### src/sc1kd_pkg.sv
// Shared types, constants and character ROM for the set-1 scan code decoder.
package sc1kd_pkg;

   localparam logic [7:0] CODE_PAUSE_START = 8'hE1;
   localparam logic [7:0] CODE_EXT_PREFIX  = 8'hE0;
   localparam logic [7:0] CODE_PAUSE_2     = 8'h1D;
   localparam logic [7:0] CODE_PAUSE_3     = 8'h45;
   localparam logic [7:0] CODE_PAUSE_5     = 8'h9D;
   localparam logic [7:0] CODE_PAUSE_6     = 8'hC5;
   localparam logic [7:0] CODE_PRTSC_MAKE1 = 8'h2A;
   localparam logic [7:0] CODE_PRTSC_BRK1  = 8'hB7;
   localparam logic [7:0] CODE_PRTSC_MAKE2 = 8'h37;
   localparam logic [7:0] CODE_PRTSC_BRK2  = 8'hAA;
   localparam logic [7:0] CODE_CTRL_MAKE   = 8'h1D;
   localparam logic [7:0] CODE_CTRL_BRK    = 8'h9D;
   localparam logic [7:0] CODE_ALT_MAKE    = 8'h38;
   localparam logic [7:0] CODE_ALT_BRK     = 8'hB8;

   localparam logic [6:0] KEY_SHIFT_L = 7'h2A;
   localparam logic [6:0] KEY_SHIFT_R = 7'h36;
   localparam logic [6:0] KEY_CTRL_L  = 7'h1D;
   localparam logic [6:0] KEY_ALT_L   = 7'h38;

   // modifier flag bit positions
   localparam int FLAG_SHIFT_L = 0;
   localparam int FLAG_SHIFT_R = 1;
   localparam int FLAG_CTRL_L  = 2;
   localparam int FLAG_CTRL_R  = 3;
   localparam int FLAG_ALT_L   = 4;
   localparam int FLAG_ALT_R   = 5;

   typedef enum logic [2:0] {
      KIND_NONE  = 3'd0,
      KIND_CHAR  = 3'd1,
      KIND_PRTSC = 3'd2,
      KIND_PAUSE = 3'd3,
      KIND_OTHER = 3'd4
   } kind_type;

   typedef enum logic [10:0] {
      PH_IDLE   = 11'b000_0000_0001,
      PH_PAUSE1 = 11'b000_0000_0010,
      PH_PAUSE2 = 11'b000_0000_0100,
      PH_PAUSE3 = 11'b000_0000_1000,
      PH_PAUSE4 = 11'b000_0001_0000,
      PH_PAUSE5 = 11'b000_0010_0000,
      PH_EXT    = 11'b000_0100_0000,
      PH_PSP1   = 11'b000_1000_0000,
      PH_PSP2   = 11'b001_0000_0000,
      PH_PSR1   = 11'b010_0000_0000,
      PH_PSR2   = 11'b100_0000_0000
   } phase_type;

   typedef struct packed {
      kind_type   kind;
      logic [6:0] key_char;
      logic       pressed;
      logic       shift_held;
      logic       ctrl_held;
      logic       alt_held;
   } result_type;

   // returns {shifted, unshifted}
   function automatic logic [13:0] char_rom(input logic [6:0] code);
      logic [13:0] e;
      case (code)
         7'h02: e = {7'h21, 7'h31};
         7'h03: e = {7'h40, 7'h32};
         7'h04: e = {7'h23, 7'h33};
         7'h05: e = {7'h24, 7'h34};
         7'h06: e = {7'h25, 7'h35};
         7'h07: e = {7'h5E, 7'h36};
         7'h08: e = {7'h26, 7'h37};
         7'h09: e = {7'h2A, 7'h38};
         7'h0A: e = {7'h28, 7'h39};
         7'h0B: e = {7'h29, 7'h30};
         7'h0C: e = {7'h5F, 7'h2D};
         7'h0D: e = {7'h2B, 7'h3D};
         7'h0E: e = {7'h08, 7'h08};
         7'h0F: e = {7'h09, 7'h09};
         7'h10: e = {7'h51, 7'h71};
         7'h11: e = {7'h57, 7'h77};
         7'h12: e = {7'h45, 7'h65};
         7'h13: e = {7'h52, 7'h72};
         7'h14: e = {7'h54, 7'h74};
         7'h15: e = {7'h59, 7'h79};
         7'h16: e = {7'h55, 7'h75};
         7'h17: e = {7'h49, 7'h69};
         7'h18: e = {7'h4F, 7'h6F};
         7'h19: e = {7'h50, 7'h70};
         7'h1A: e = {7'h7B, 7'h5B};
         7'h1B: e = {7'h7D, 7'h5D};
         7'h1C: e = {7'h0A, 7'h0A};
         7'h1D: e = {7'h1D, 7'h1D};
         7'h1E: e = {7'h41, 7'h61};
         7'h1F: e = {7'h53, 7'h73};
         7'h20: e = {7'h44, 7'h64};
         7'h21: e = {7'h46, 7'h66};
         7'h22: e = {7'h47, 7'h67};
         7'h23: e = {7'h48, 7'h68};
         7'h24: e = {7'h4A, 7'h6A};
         7'h25: e = {7'h4B, 7'h6B};
         7'h26: e = {7'h4C, 7'h6C};
         7'h27: e = {7'h3A, 7'h3B};
         7'h28: e = {7'h22, 7'h27};
         7'h29: e = {7'h7E, 7'h60};
         7'h2A: e = {7'h2A, 7'h2A};
         7'h2B: e = {7'h7C, 7'h5C};
         7'h2C: e = {7'h5A, 7'h7A};
         7'h2D: e = {7'h58, 7'h78};
         7'h2E: e = {7'h43, 7'h63};
         7'h2F: e = {7'h56, 7'h76};
         7'h30: e = {7'h42, 7'h62};
         7'h31: e = {7'h4E, 7'h6E};
         7'h32: e = {7'h4D, 7'h6D};
         7'h33: e = {7'h3C, 7'h2C};
         7'h34: e = {7'h3E, 7'h2E};
         7'h35: e = {7'h3F, 7'h2F};
         7'h36: e = {7'h36, 7'h36};
         7'h37: e = {7'h2A, 7'h2A};
         7'h38: e = {7'h38, 7'h38};
         7'h39: e = {7'h20, 7'h20};
         // keypad: no shifted entry
         7'h47: e = {7'h00, 7'h37};
         7'h48: e = {7'h00, 7'h38};
         7'h49: e = {7'h00, 7'h39};
         7'h4A: e = {7'h00, 7'h2D};
         7'h4B: e = {7'h00, 7'h34};
         7'h4C: e = {7'h00, 7'h35};
         7'h4D: e = {7'h00, 7'h36};
         7'h4E: e = {7'h00, 7'h2B};
         7'h4F: e = {7'h00, 7'h31};
         7'h50: e = {7'h00, 7'h32};
         7'h51: e = {7'h00, 7'h33};
         7'h52: e = {7'h00, 7'h30};
         7'h53: e = {7'h00, 7'h2E};
         default: e = 14'd0;
      endcase
      return e;
   endfunction

endpackage

### src/sc1kd_decode.sv
// Next-state and result logic for one scan code byte.
module sc1kd_decode (
   input  sc1kd_pkg::phase_type  phase,
   input  logic [5:0]            flags,
   input  logic [7:0]            scan_code,
   output sc1kd_pkg::phase_type  phase_next,
   output logic [5:0]            flags_next,
   output logic                  emit,
   output sc1kd_pkg::result_type result
);

   sc1kd_pkg::kind_type kind;
   logic [6:0]          key_char;
   logic                pressed;
   logic [6:0]          code;
   logic                make;
   logic [13:0]         rom_entry;
   logic [6:0]          rom_char;

   assign code      = scan_code[6:0];
   assign make      = ~scan_code[7];
   assign rom_entry = sc1kd_pkg::char_rom(code);
   // shifted column selected by the flags held before this byte
   assign rom_char  = (flags[sc1kd_pkg::FLAG_SHIFT_L] | flags[sc1kd_pkg::FLAG_SHIFT_R])
                      ? rom_entry[13:7] : rom_entry[6:0];

   always_comb begin
      phase_next = sc1kd_pkg::PH_IDLE;
      flags_next = flags;
      emit       = 1'b0;
      kind       = sc1kd_pkg::KIND_NONE;
      key_char   = 7'd0;
      pressed    = 1'b0;
      case (phase)
         sc1kd_pkg::PH_PAUSE1: begin
            if (scan_code == sc1kd_pkg::CODE_PAUSE_2) phase_next = sc1kd_pkg::PH_PAUSE2;
            else emit = 1'b1;
         end
         sc1kd_pkg::PH_PAUSE2: begin
            if (scan_code == sc1kd_pkg::CODE_PAUSE_3) phase_next = sc1kd_pkg::PH_PAUSE3;
            else emit = 1'b1;
         end
         sc1kd_pkg::PH_PAUSE3: begin
            if (scan_code == sc1kd_pkg::CODE_PAUSE_START) phase_next = sc1kd_pkg::PH_PAUSE4;
            else emit = 1'b1;
         end
         sc1kd_pkg::PH_PAUSE4: begin
            if (scan_code == sc1kd_pkg::CODE_PAUSE_5) phase_next = sc1kd_pkg::PH_PAUSE5;
            else emit = 1'b1;
         end
         sc1kd_pkg::PH_PAUSE5: begin
            emit = 1'b1;
            if (scan_code == sc1kd_pkg::CODE_PAUSE_6) kind = sc1kd_pkg::KIND_PAUSE;
         end
         sc1kd_pkg::PH_EXT: begin
            if (scan_code == sc1kd_pkg::CODE_PRTSC_MAKE1) begin
               phase_next = sc1kd_pkg::PH_PSP1;
            end else if (scan_code == sc1kd_pkg::CODE_PRTSC_BRK1) begin
               phase_next = sc1kd_pkg::PH_PSR1;
            end else begin
               emit = 1'b1;
               kind = sc1kd_pkg::KIND_OTHER;
               if (scan_code == sc1kd_pkg::CODE_CTRL_MAKE)
                  flags_next[sc1kd_pkg::FLAG_CTRL_R] = 1'b1;
               if (scan_code == sc1kd_pkg::CODE_CTRL_BRK)
                  flags_next[sc1kd_pkg::FLAG_CTRL_R] = 1'b0;
               if (scan_code == sc1kd_pkg::CODE_ALT_MAKE)
                  flags_next[sc1kd_pkg::FLAG_ALT_R] = 1'b1;
               if (scan_code == sc1kd_pkg::CODE_ALT_BRK)
                  flags_next[sc1kd_pkg::FLAG_ALT_R] = 1'b0;
            end
         end
         sc1kd_pkg::PH_PSP1: begin
            if (scan_code == sc1kd_pkg::CODE_EXT_PREFIX) phase_next = sc1kd_pkg::PH_PSP2;
            else emit = 1'b1;
         end
         sc1kd_pkg::PH_PSR1: begin
            if (scan_code == sc1kd_pkg::CODE_EXT_PREFIX) phase_next = sc1kd_pkg::PH_PSR2;
            else emit = 1'b1;
         end
         sc1kd_pkg::PH_PSP2: begin
            emit = 1'b1;
            if (scan_code == sc1kd_pkg::CODE_PRTSC_MAKE2) begin
               kind    = sc1kd_pkg::KIND_PRTSC;
               pressed = 1'b1;
            end
         end
         sc1kd_pkg::PH_PSR2: begin
            emit = 1'b1;
            if (scan_code == sc1kd_pkg::CODE_PRTSC_BRK2) kind = sc1kd_pkg::KIND_PRTSC;
         end
         default: begin
            // idle
            if (scan_code == sc1kd_pkg::CODE_PAUSE_START) begin
               phase_next = sc1kd_pkg::PH_PAUSE1;
            end else if (scan_code == sc1kd_pkg::CODE_EXT_PREFIX) begin
               phase_next = sc1kd_pkg::PH_EXT;
            end else begin
               emit = 1'b1;
               case (code)
                  sc1kd_pkg::KEY_SHIFT_L: flags_next[sc1kd_pkg::FLAG_SHIFT_L] = make;
                  sc1kd_pkg::KEY_SHIFT_R: flags_next[sc1kd_pkg::FLAG_SHIFT_R] = make;
                  sc1kd_pkg::KEY_CTRL_L:  flags_next[sc1kd_pkg::FLAG_CTRL_L]  = make;
                  sc1kd_pkg::KEY_ALT_L:   flags_next[sc1kd_pkg::FLAG_ALT_L]   = make;
                  default: begin
                     if (make && (rom_char != 7'd0)) begin
                        kind     = sc1kd_pkg::KIND_CHAR;
                        key_char = rom_char;
                        pressed  = 1'b1;
                     end
                  end
               endcase
            end
         end
      endcase
   end

   assign result.kind       = kind;
   assign result.key_char   = key_char;
   assign result.pressed    = pressed;
   assign result.shift_held = flags_next[sc1kd_pkg::FLAG_SHIFT_L]
                              | flags_next[sc1kd_pkg::FLAG_SHIFT_R];
   assign result.ctrl_held  = flags_next[sc1kd_pkg::FLAG_CTRL_L]
                              | flags_next[sc1kd_pkg::FLAG_CTRL_R];
   assign result.alt_held   = flags_next[sc1kd_pkg::FLAG_ALT_L]
                              | flags_next[sc1kd_pkg::FLAG_ALT_R];

endmodule

### src/sc1kd_rsp_reg.sv
// Result register with valid/stall handshake toward the receiver.
module sc1kd_rsp_reg (
   input  logic                  clock,
   input  logic                  reset,
   input  logic                  load,
   input  sc1kd_pkg::result_type load_data,
   input  logic                  rsp_stall,
   output logic                  rsp_valid,
   output sc1kd_pkg::result_type rsp_data,
   output logic                  free
);

   logic                  valid_ff;
   logic                  valid_in;
   sc1kd_pkg::result_type data_ff;

   // slot can take a new result if empty or being drained this cycle
   assign free     = ~valid_ff | ~rsp_stall;
   assign valid_in = load | (valid_ff & rsp_stall);

   always_ff @(posedge clock) begin
      if (reset) begin
         valid_ff <= 1'b0;
      end else begin
         valid_ff <= valid_in;
      end
   end

   always_ff @(posedge clock) begin
      if (load) begin
         data_ff <= load_data;
      end
   end

   assign rsp_valid = valid_ff;
   assign rsp_data  = data_ff;

endmodule

### src/scan_code_set1_key_decoder.sv
// Top level of the set-1 scan code decoder.
//
// Input channel (req_): one scan code byte per transaction, accepted when
// req_valid is high and req_stall is low. Output channel (rsp_): one decoded
// result per completed sequence (prefix bytes give no result), taken when
// rsp_valid is high and rsp_stall is low.
//
// A byte is captured in an input register, decoded against the sequence
// phase and modifier flags, and the result lands in an output register,
// which drives rsp_valid. One byte per cycle is accepted as long as the
// result register drains.
//
// When the receiver stalls, the held result stays put; the input register
// still moves bytes that produce no result, and a byte that would produce one
// waits, raising req_stall. Reset clears the phase to idle, all modifier
// flags to released and both registers to empty.
module scan_code_set1_key_decoder (
   input  logic       clock,
   input  logic       reset,
   input  logic       req_valid,
   output logic       req_stall,
   input  logic [7:0] req_scan_code,
   output logic       rsp_valid,
   input  logic       rsp_stall,
   output logic [2:0] rsp_kind,
   output logic [6:0] rsp_key_char,
   output logic       rsp_pressed,
   output logic       rsp_shift_held,
   output logic       rsp_ctrl_held,
   output logic       rsp_alt_held
);

   logic                  in_valid_ff;
   logic                  in_valid_in;
   logic [7:0]            in_code_ff;
   sc1kd_pkg::phase_type  phase_ff;
   sc1kd_pkg::phase_type  phase_in;
   logic [5:0]            flags_ff;
   logic [5:0]            flags_in;
   logic                  emit;
   logic                  advance;
   logic                  rsp_free;
   sc1kd_pkg::result_type result;
   sc1kd_pkg::result_type rsp_data;

   sc1kd_decode u_decode (
      .phase      (phase_ff),
      .flags      (flags_ff),
      .scan_code  (in_code_ff),
      .phase_next (phase_in),
      .flags_next (flags_in),
      .emit       (emit),
      .result     (result)
   );

   // byte retires when it has no result or the result slot can take it
   assign advance     = in_valid_ff & (~emit | rsp_free);
   assign req_stall   = in_valid_ff & ~advance;
   assign in_valid_in = req_valid | (in_valid_ff & ~advance);

   always_ff @(posedge clock) begin
      if (reset) begin
         in_valid_ff <= 1'b0;
         phase_ff    <= sc1kd_pkg::PH_IDLE;
         flags_ff    <= 6'd0;
      end else begin
         in_valid_ff <= in_valid_in;
         if (advance) begin
            phase_ff <= phase_in;
            flags_ff <= flags_in;
         end
      end
   end

   always_ff @(posedge clock) begin
      if (req_valid && !req_stall) begin
         in_code_ff <= req_scan_code;
      end
   end

   sc1kd_rsp_reg u_rsp_reg (
      .clock     (clock),
      .reset     (reset),
      .load      (advance & emit),
      .load_data (result),
      .rsp_stall (rsp_stall),
      .rsp_valid (rsp_valid),
      .rsp_data  (rsp_data),
      .free      (rsp_free)
   );

   assign rsp_kind       = rsp_data.kind;
   assign rsp_key_char   = rsp_data.key_char;
   assign rsp_pressed    = rsp_data.pressed;
   assign rsp_shift_held = rsp_data.shift_held;
   assign rsp_ctrl_held  = rsp_data.ctrl_held;
   assign rsp_alt_held   = rsp_data.alt_held;

endmodule

### config.mk
export PLATFORM = sky130hd
export DESIGN_NAME = scan_code_set1_key_decoder
export DESIGN_NICKNAME = d
export VERILOG_FILES = /design/src/sc1kd_pkg.sv /design/src/sc1kd_decode.sv /design/src/sc1kd_rsp_reg.sv /design/src/scan_code_set1_key_decoder.sv
export SDC_FILE = /design/constraint.sdc
export NUM_CORES = 1
export LEC_CHECK = 0
export BUFFER_PORTS_ARGS = -buffer_cell sky130_fd_sc_hd__clkbuf_2
export CORE_AREA = 2 2 83 101
export DETAILED_ROUTE_END_ITERATION = 8
export DIE_AREA = 0 0 85 103
export GPL_ROUTABILITY_DRIVEN = 0
export PLACE_DENSITY = 0.77
export SLEW_MARGIN = 20
export SYNTH_ARGS = -nofsm -noshare
export SYNTH_HDL_FRONTEND = slang
export SYNTH_SLANG_ARGS = --single-unit
### constraint.sdc
create_clock -name clock -period 8.4 [get_ports clock]
set_input_delay 1.26 -clock clock [delete_from_list [all_inputs] [get_ports clock]]
set_output_delay 1.26 -clock clock [all_outputs]
set_load 0.03 [all_outputs]
Yosys cells after proc, flatten, opt, wreduce, memory -nomap -nowiden. Memories as Yosys holds them, arrays and structs flattened. A register that Yosys moved wholly into a read port is not among the register bits. Cells that the tools add are included.

Bitwise gates (word level): 18. Reductions and logical operators: 11. Muxes and demuxes: 58. Equality and inequality tests: 26.

Operators with widths (count): case mux 11 bit (8 select lines) (1); equality test 8 bit (second input constant) (7); 2-to-1 mux 11 bit (3); 2-to-1 mux 1 bit (31); 2-to-1 mux 3 bit (9); equality test 8 x 6 -> 1 bit (second input constant) (3); equality test 7 x 6 -> 1 bit (second input constant) (3); 2-to-1 mux 7 bit (3); OR reduction 17 bit (1); case mux 3 bit (5 select lines) (1); equality test 11 x 10 -> 1 bit (second input constant) (1); equality test 11 bit (second input constant) (1); equality test 11 x 2 -> 1 bit (second input constant) (1); equality test 11 x 3 -> 1 bit (second input constant) (1); equality test 11 x 4 -> 1 bit (second input constant) (1); equality test 11 x 5 -> 1 bit (second input constant) (1); equality test 11 x 6 -> 1 bit (second input constant) (1); equality test 11 x 7 -> 1 bit (second input constant) (1); equality test 11 x 8 -> 1 bit (second input constant) (1); equality test 11 x 9 -> 1 bit (second input constant) (1); 2-to-1 mux 10 bit (1); OR reduction 10 bit (1); 2-to-1 mux 9 bit (1); OR reduction 9 bit (1); 19 further kinds (37).

Logic and storage cells: 125. Register bits: 41. Output and inout port bits: 16. Memories kept: 1. ROM bits: 1792.

Memory list: (name not given) (words 128, bits a word 14, read ports 1, clocked after Yosys merged registers in 1, write ports 0, line sc1kd_pkg.sv:66) `case (code)`.

Depth between registers and ports, before layout.
Word-level depth: 12. Depth in mapped cells: 22.

Hierarchy. Synthesis repeated with hierarchy kept, for this count alone.

Cells, all modules: 442. Area total of the unflattened synthesis: 3804.9 µm².

Modules (own cells, without submodules): sc1kd_decode (instances 1, area each 2284.7 µm², cells an instance 335); scan_code_set1_key_decoder (instances 1, area each 1067.3 µm², cells an instance 89); sc1kd_rsp_reg (instances 1, area each 452.9 µm², cells an instance 18).

Least setup slack after synthesis. Ideal clock, no wire load.

Path kind: input port to flip-flop. Start point: input port req_valid. End point: register u_decode.rom_entry[0] (netlist name). Buffers on the path: 4. Stages: 19. Arrival: 4.554 ns. Required time: 8.308 ns. Path slack: 3.754 ns. Path through: clkbuf_1 > o41ai_2 > nor4_2 > a21oi_4 > inv_4 > buf_12 > buf_2 > nor2_1 > a21oi_1 > inv_1 > ha_1 > clkbuf_1 > nor2b_1 > a21oi_1 > a2bb2oi_1 > a21oi_1 > a2111oi_1 > a211oi_1 > o32ai_1.

Cells in the longest elaborated chain, start to end: 2.

RTL lines: from (decl) (line scan_code_set1_key_decoder.sv:20) `input logic req_valid,`; logical AND 1 bit (line scan_code_set1_key_decoder.sv:76) `if (req_valid && !req_stall) begin`; 2-to-1 mux 7 bit (no source line).

No other way between the ends. A chain may end at the register's enable or synchronous reset.

Worst setup path after layout.
Start point: register in_code_ff[3]. End point: register u_decode.rom_entry[0] (netlist name).

Cells in the longest elaborated chain, start to end: 12. Elaborated cells between the ends (all ways): 24. Classes of those cells: eq/ne (7); mux (10); bitwise (5); reduce/logical (2).

RTL lines: from (decl) (line scan_code_set1_key_decoder.sv:35) `logic [7:0] in_code_ff;`; from (signal assigned) (line scan_code_set1_key_decoder.sv:77) `in_code_ff <= req_scan_code;`; equality test 8 bit, on equally long branches; 2-to-1 mux 1 bit, on equally long branches; 2-to-1 mux 1 bit, on equally long branches (line sc1kd_decode.sv:94, sc1kd_decode.sv:56); case mux 1 bit (7 select lines) (line sc1kd_decode.sv:34) `case (phase)`; inverter 1 bit (line scan_code_set1_key_decoder.sv:57) `assign advance = in_valid_ff & (~emit | rsp_free);`; OR 1 bit (line scan_code_set1_key_decoder.sv:57); bitwise AND 1 bit (line scan_code_set1_key_decoder.sv:57); inverter 1 bit (line scan_code_set1_key_decoder.sv:58) `assign req_stall = in_valid_ff & ~advance;`; bitwise AND 1 bit (line scan_code_set1_key_decoder.sv:58); zero test 1 bit (line scan_code_set1_key_decoder.sv:76); logical AND 1 bit (line scan_code_set1_key_decoder.sv:76); 2-to-1 mux 7 bit (no source line) (*).

Every way passes the cells marked *; elsewhere a longest branch is shown, timed or not.

==> metrics.md <==
| Metric | Value |
|---|---|
| Vias in the first global route | `4047` |
| Main synth FF type | `dfxtp_1` |
| Post-layout min period | `5160 ps` |
| FILL cells | `731` |
| Non-filler instance count after layout | `649` |
| Tot GR Track Use | `29.2%` |
| DR vias/cell | `6.88` |
| Clock Sinks | `55` |
| R2r worst-path depth | `17` |
| # hold bufs at CTS | `0` |
| Final Max Slew Viols | `0` |
| Worst Hold Class | `flip-flop to flip-flop` |
| Max Cap Violations | `0` |
| Post-Syn Area | `4540 µm²` |
| R2r setup slk | `3240 ps` |
| Worst R2R Start | `in_code_ff[3]$_DFFE_PN_` |
| Post-synth EDFFs | `22` |
| Placed cell count | `about 640` |
| Layout cell share with drive strength beyond 1 | `13.5%` |
| Post-Syn Area per Cell | `7.97 µm²` |
| GRT Residual Overflow | `0` |
| CTS buffer count | `5` |
| Max VDD drop | `slightly above 0.1 mV` |
| Cts repair resizes | `0` |
| Commonest non-fill, non-tap cell in the layout | `nand2_1` |
| Crit Path Max Fanout | `29` |
| Synth async-reset ratio | `0%` |
| Mapped Cells | `570` |
| CP Capture Type | `flip-flop` |
| Drt first pass iters | `5` |
| Clock Power Share | `23.9%` |
| Mapped Nets | `596` |
| Layout Utilization | `between 50% and 60%` |
| Syn-to-layout area delta | `2.01%` |
| Detailed-route via count | `about 4500` |
| Setup TNS | `0 ps` |
| Skew final | `17.2 ps` |
| Logic pwr share | `28.3%` |
| Die ar. | `around 9000 µm²` |
| Internal power | `roughly 420 µW` |
| Ports | `28` |
| CP Data Arrival Time | `roughly 5400 ps` |
| Origin of the worst min-delay path | `flags_ff[5]$_SDFFE_PP0P_` |
| Worst path required time | `8620 ps` |
| Worst r2r dst | `u_decode.rom_entry[0]$_DFF_P_` |
| Hold path depth | `2` |
| CTS root buffer | `clkbuf_8` |
| Drc violations | `0` |
| Port Buffers | `27` |
| Nets | `between 500 and 600` |
| Status | `finished, final reports clean` |
| Yosys warnings | `0` |
| Worst-path clk slew | `120 ps` |
| Net Sw Frac | `35.8%` |
| Period utilization | `61.5%` |
| Initial antenna violation count | `0` |
| Global-route wire length before repair | `20600 µm` |
| Routed WL | `12500 µm` |
| Crit path kind | `flip-flop to flip-flop` |
| Largest net degree at the start of global routing | `35` |
| Sequential power share | `47.8%` |
| Hold Path End | `flags_ff[5]$_SDFFE_PP0P_` |
| DIE WIDTH | `85 µm` |
| Detail Route Antenna Nets | `0` |
| DP Wirelength | `between 9000 and 10000 µm` |
| Slew @ Worst Pin | `around 1000 ps` |
| Distinct cells, synth | `80` |
| # diodes | `0` |
| CORE AREA | `between 7000 and 8000 µm²` |
| FP Rows | `36` |
| Switching pwr | `about 240 µW` |
| Post-CTS Setup Inserts | `0` |
| Relative slew slack | `32.6%` |
| Sequential share of the synthesized area | `~29%` |
| #FFs+latches synth | `55` |
| Most frequent cells in the layout | `nand2_1, nor2_1, a21oi_1` |
| Initial Util | `between 50% and 60%` |
| RSZ-0062 raised after global routing | `no` |
| Post-Place Worst Slack | `3410 ps` |
| Register area | `1320 µm²` |
| Pwr/cell area | `142 nW/µm²` |
| Worst setup SP type | `flip-flop` |
| Final critical-path setup slack | `3240 ps` |
| Number of endpoints failing setup at the final stage | `0` |
| TritonCTS clock tree | `built` |
| Die H | `103 µm` |
| Multi-input logic area | `around 2900 µm²` |
| Final Hold Fails | `0` |
| Clock latency on the worst-skew pair | `330 ps` |
| Initial DRC Count | `460` |
| Pleak | `0.00174 µW` |
| Fmax | `194 MHz` |
| Routed len/inst | `19.3 µm` |
| Clock buffer depth | `2` |
| CTS H-tree depth | `2` |
logic make-up (layout without fill, tap and decap cells):
family | Yosys count | in the layout | synth area share (%)
compound gates | 154 | 154 | 23.0
simple gates | 245 | 245 | 28.4
xor+xnor | 8 | 8 | 1.54
mux | 22 | 22 | 6.09
buf+inv | 71 | 55 | 7.72
flops | 55 | 55 | 29.1
fa+ha+maj | 15 | 15 | 4.08
flip-flops by register name (all words and copies together) (netlist names):
name / flops
flags_ff: 6
in_code_ff: 8
in_valid_ff: 1
phase_ff: 11
u_decode.rom_entry: 14
u_rsp_reg.rsp_data: 14
u_rsp_reg.rsp_valid: 1
power groups by stage:
stage,Sequential [µW],Clock (µW),Combinational [µW]
after floorplan,317,0,139
after global placement,319,0,177
after detailed placement,320,0,178
after CTS,314,161,179
after global routing,316,168,200
final,314,157,186
worst max-delay path by stage:
stage,start,end,slack (ps),cells after the start
2_1_floorplan,req_valid,u_decode.rom_entry[0]$_DFF_P_,3750,19
3_3_place_gp,req_valid,u_decode.rom_entry[0]$_DFF_P_,3620,15
3_5_place_dp,in_code_ff[3]$_DFFE_PN_,u_decode.rom_entry[0]$_DFF_P_,3410,17
4_1_cts,in_code_ff[3]$_DFFE_PN_,u_decode.rom_entry[0]$_DFF_P_,3360,17
5_1_grt,in_code_ff[3]$_DFFE_PN_,u_decode.rom_entry[0]$_DFF_P_,2710,17
6_report,in_code_ff[3]$_DFFE_PN_,u_decode.rom_entry[0]$_DFF_P_,3240,17
worst max-delay path, cell delays in order (launching register included):
cell	delay, ps
edfxtp_1	810
nand2b_1	280
nor3_2	490
nand3_1	140
a2bb2oi_1	340
a21oi_4	260
inv_4	370
nor2_1	80
a21oi_1	350
inv_1	170
ha_1	340
nor2b_1	210
a21oi_1	160
a2bb2oi_1	170
a21oi_1	90
a2111oi_1	470
a211oi_1	90
o32ai_1	230
routing by layer:
layer / global-route usage (%) / share of wire (%) / routed length (µm) / up-vias
li1: - / - / - / 2079
met5: 0 / 0 / 0 / -
met4: 15.9 / 6.1 / 762 / 0
met1: 36.1 / 39 / 4850 / 2028
met2: 49.2 / 47 / 5910 / 283
met3: 4.00 / 7.8 / 970 / 75
synthesized netlist by cell type (7+ instances only):
cell type,n,area (µm²)
a211oi_1,12,90.1
a21oi_1,47,235
a311oi_1,8,70.1
a31oi_1,11,68.8
and3_1,8,50.1
buf_2,30,150
clkbuf_1,14,52.6
dfxtp_1,33,661
edfxtp_1,22,661
ha_1,14,175
inv_1,15,56.3
mux2i_1,13,130
nand2_1,61,229
nand2b_1,9,56.3
nand3_1,20,100
nor2_1,60,225
nor3_1,23,115
nor4_1,14,87.6
o21ai_0,21,105
or3_1,7,43.8
area by class of cell:
class	instances	share of cell area [%]
Timing Repair Buffer	30	3.40
Multi-Input combinational cell	444	62.0
Sequential cell	55	28.5
Clock buffer	5	1.49
Clock inverter	3	0.594
Inverter	17	1.43
Tap cell	95	2.57
per-stage QoR:
step / hold WS (ps) / cell area, µm² / power (µW)
5_1_grt: 557 / 4630 / 685
3_3_place_gp: 482 / 4530 / 496
6_report: 528 / 4630 / 657
3_5_place_dp: 507 / 4530 / 498
2_1_floorplan: 465 / 4540 / 456
4_1_cts: 532 / 4630 / 654
Power figures use the tool's default switching activity.
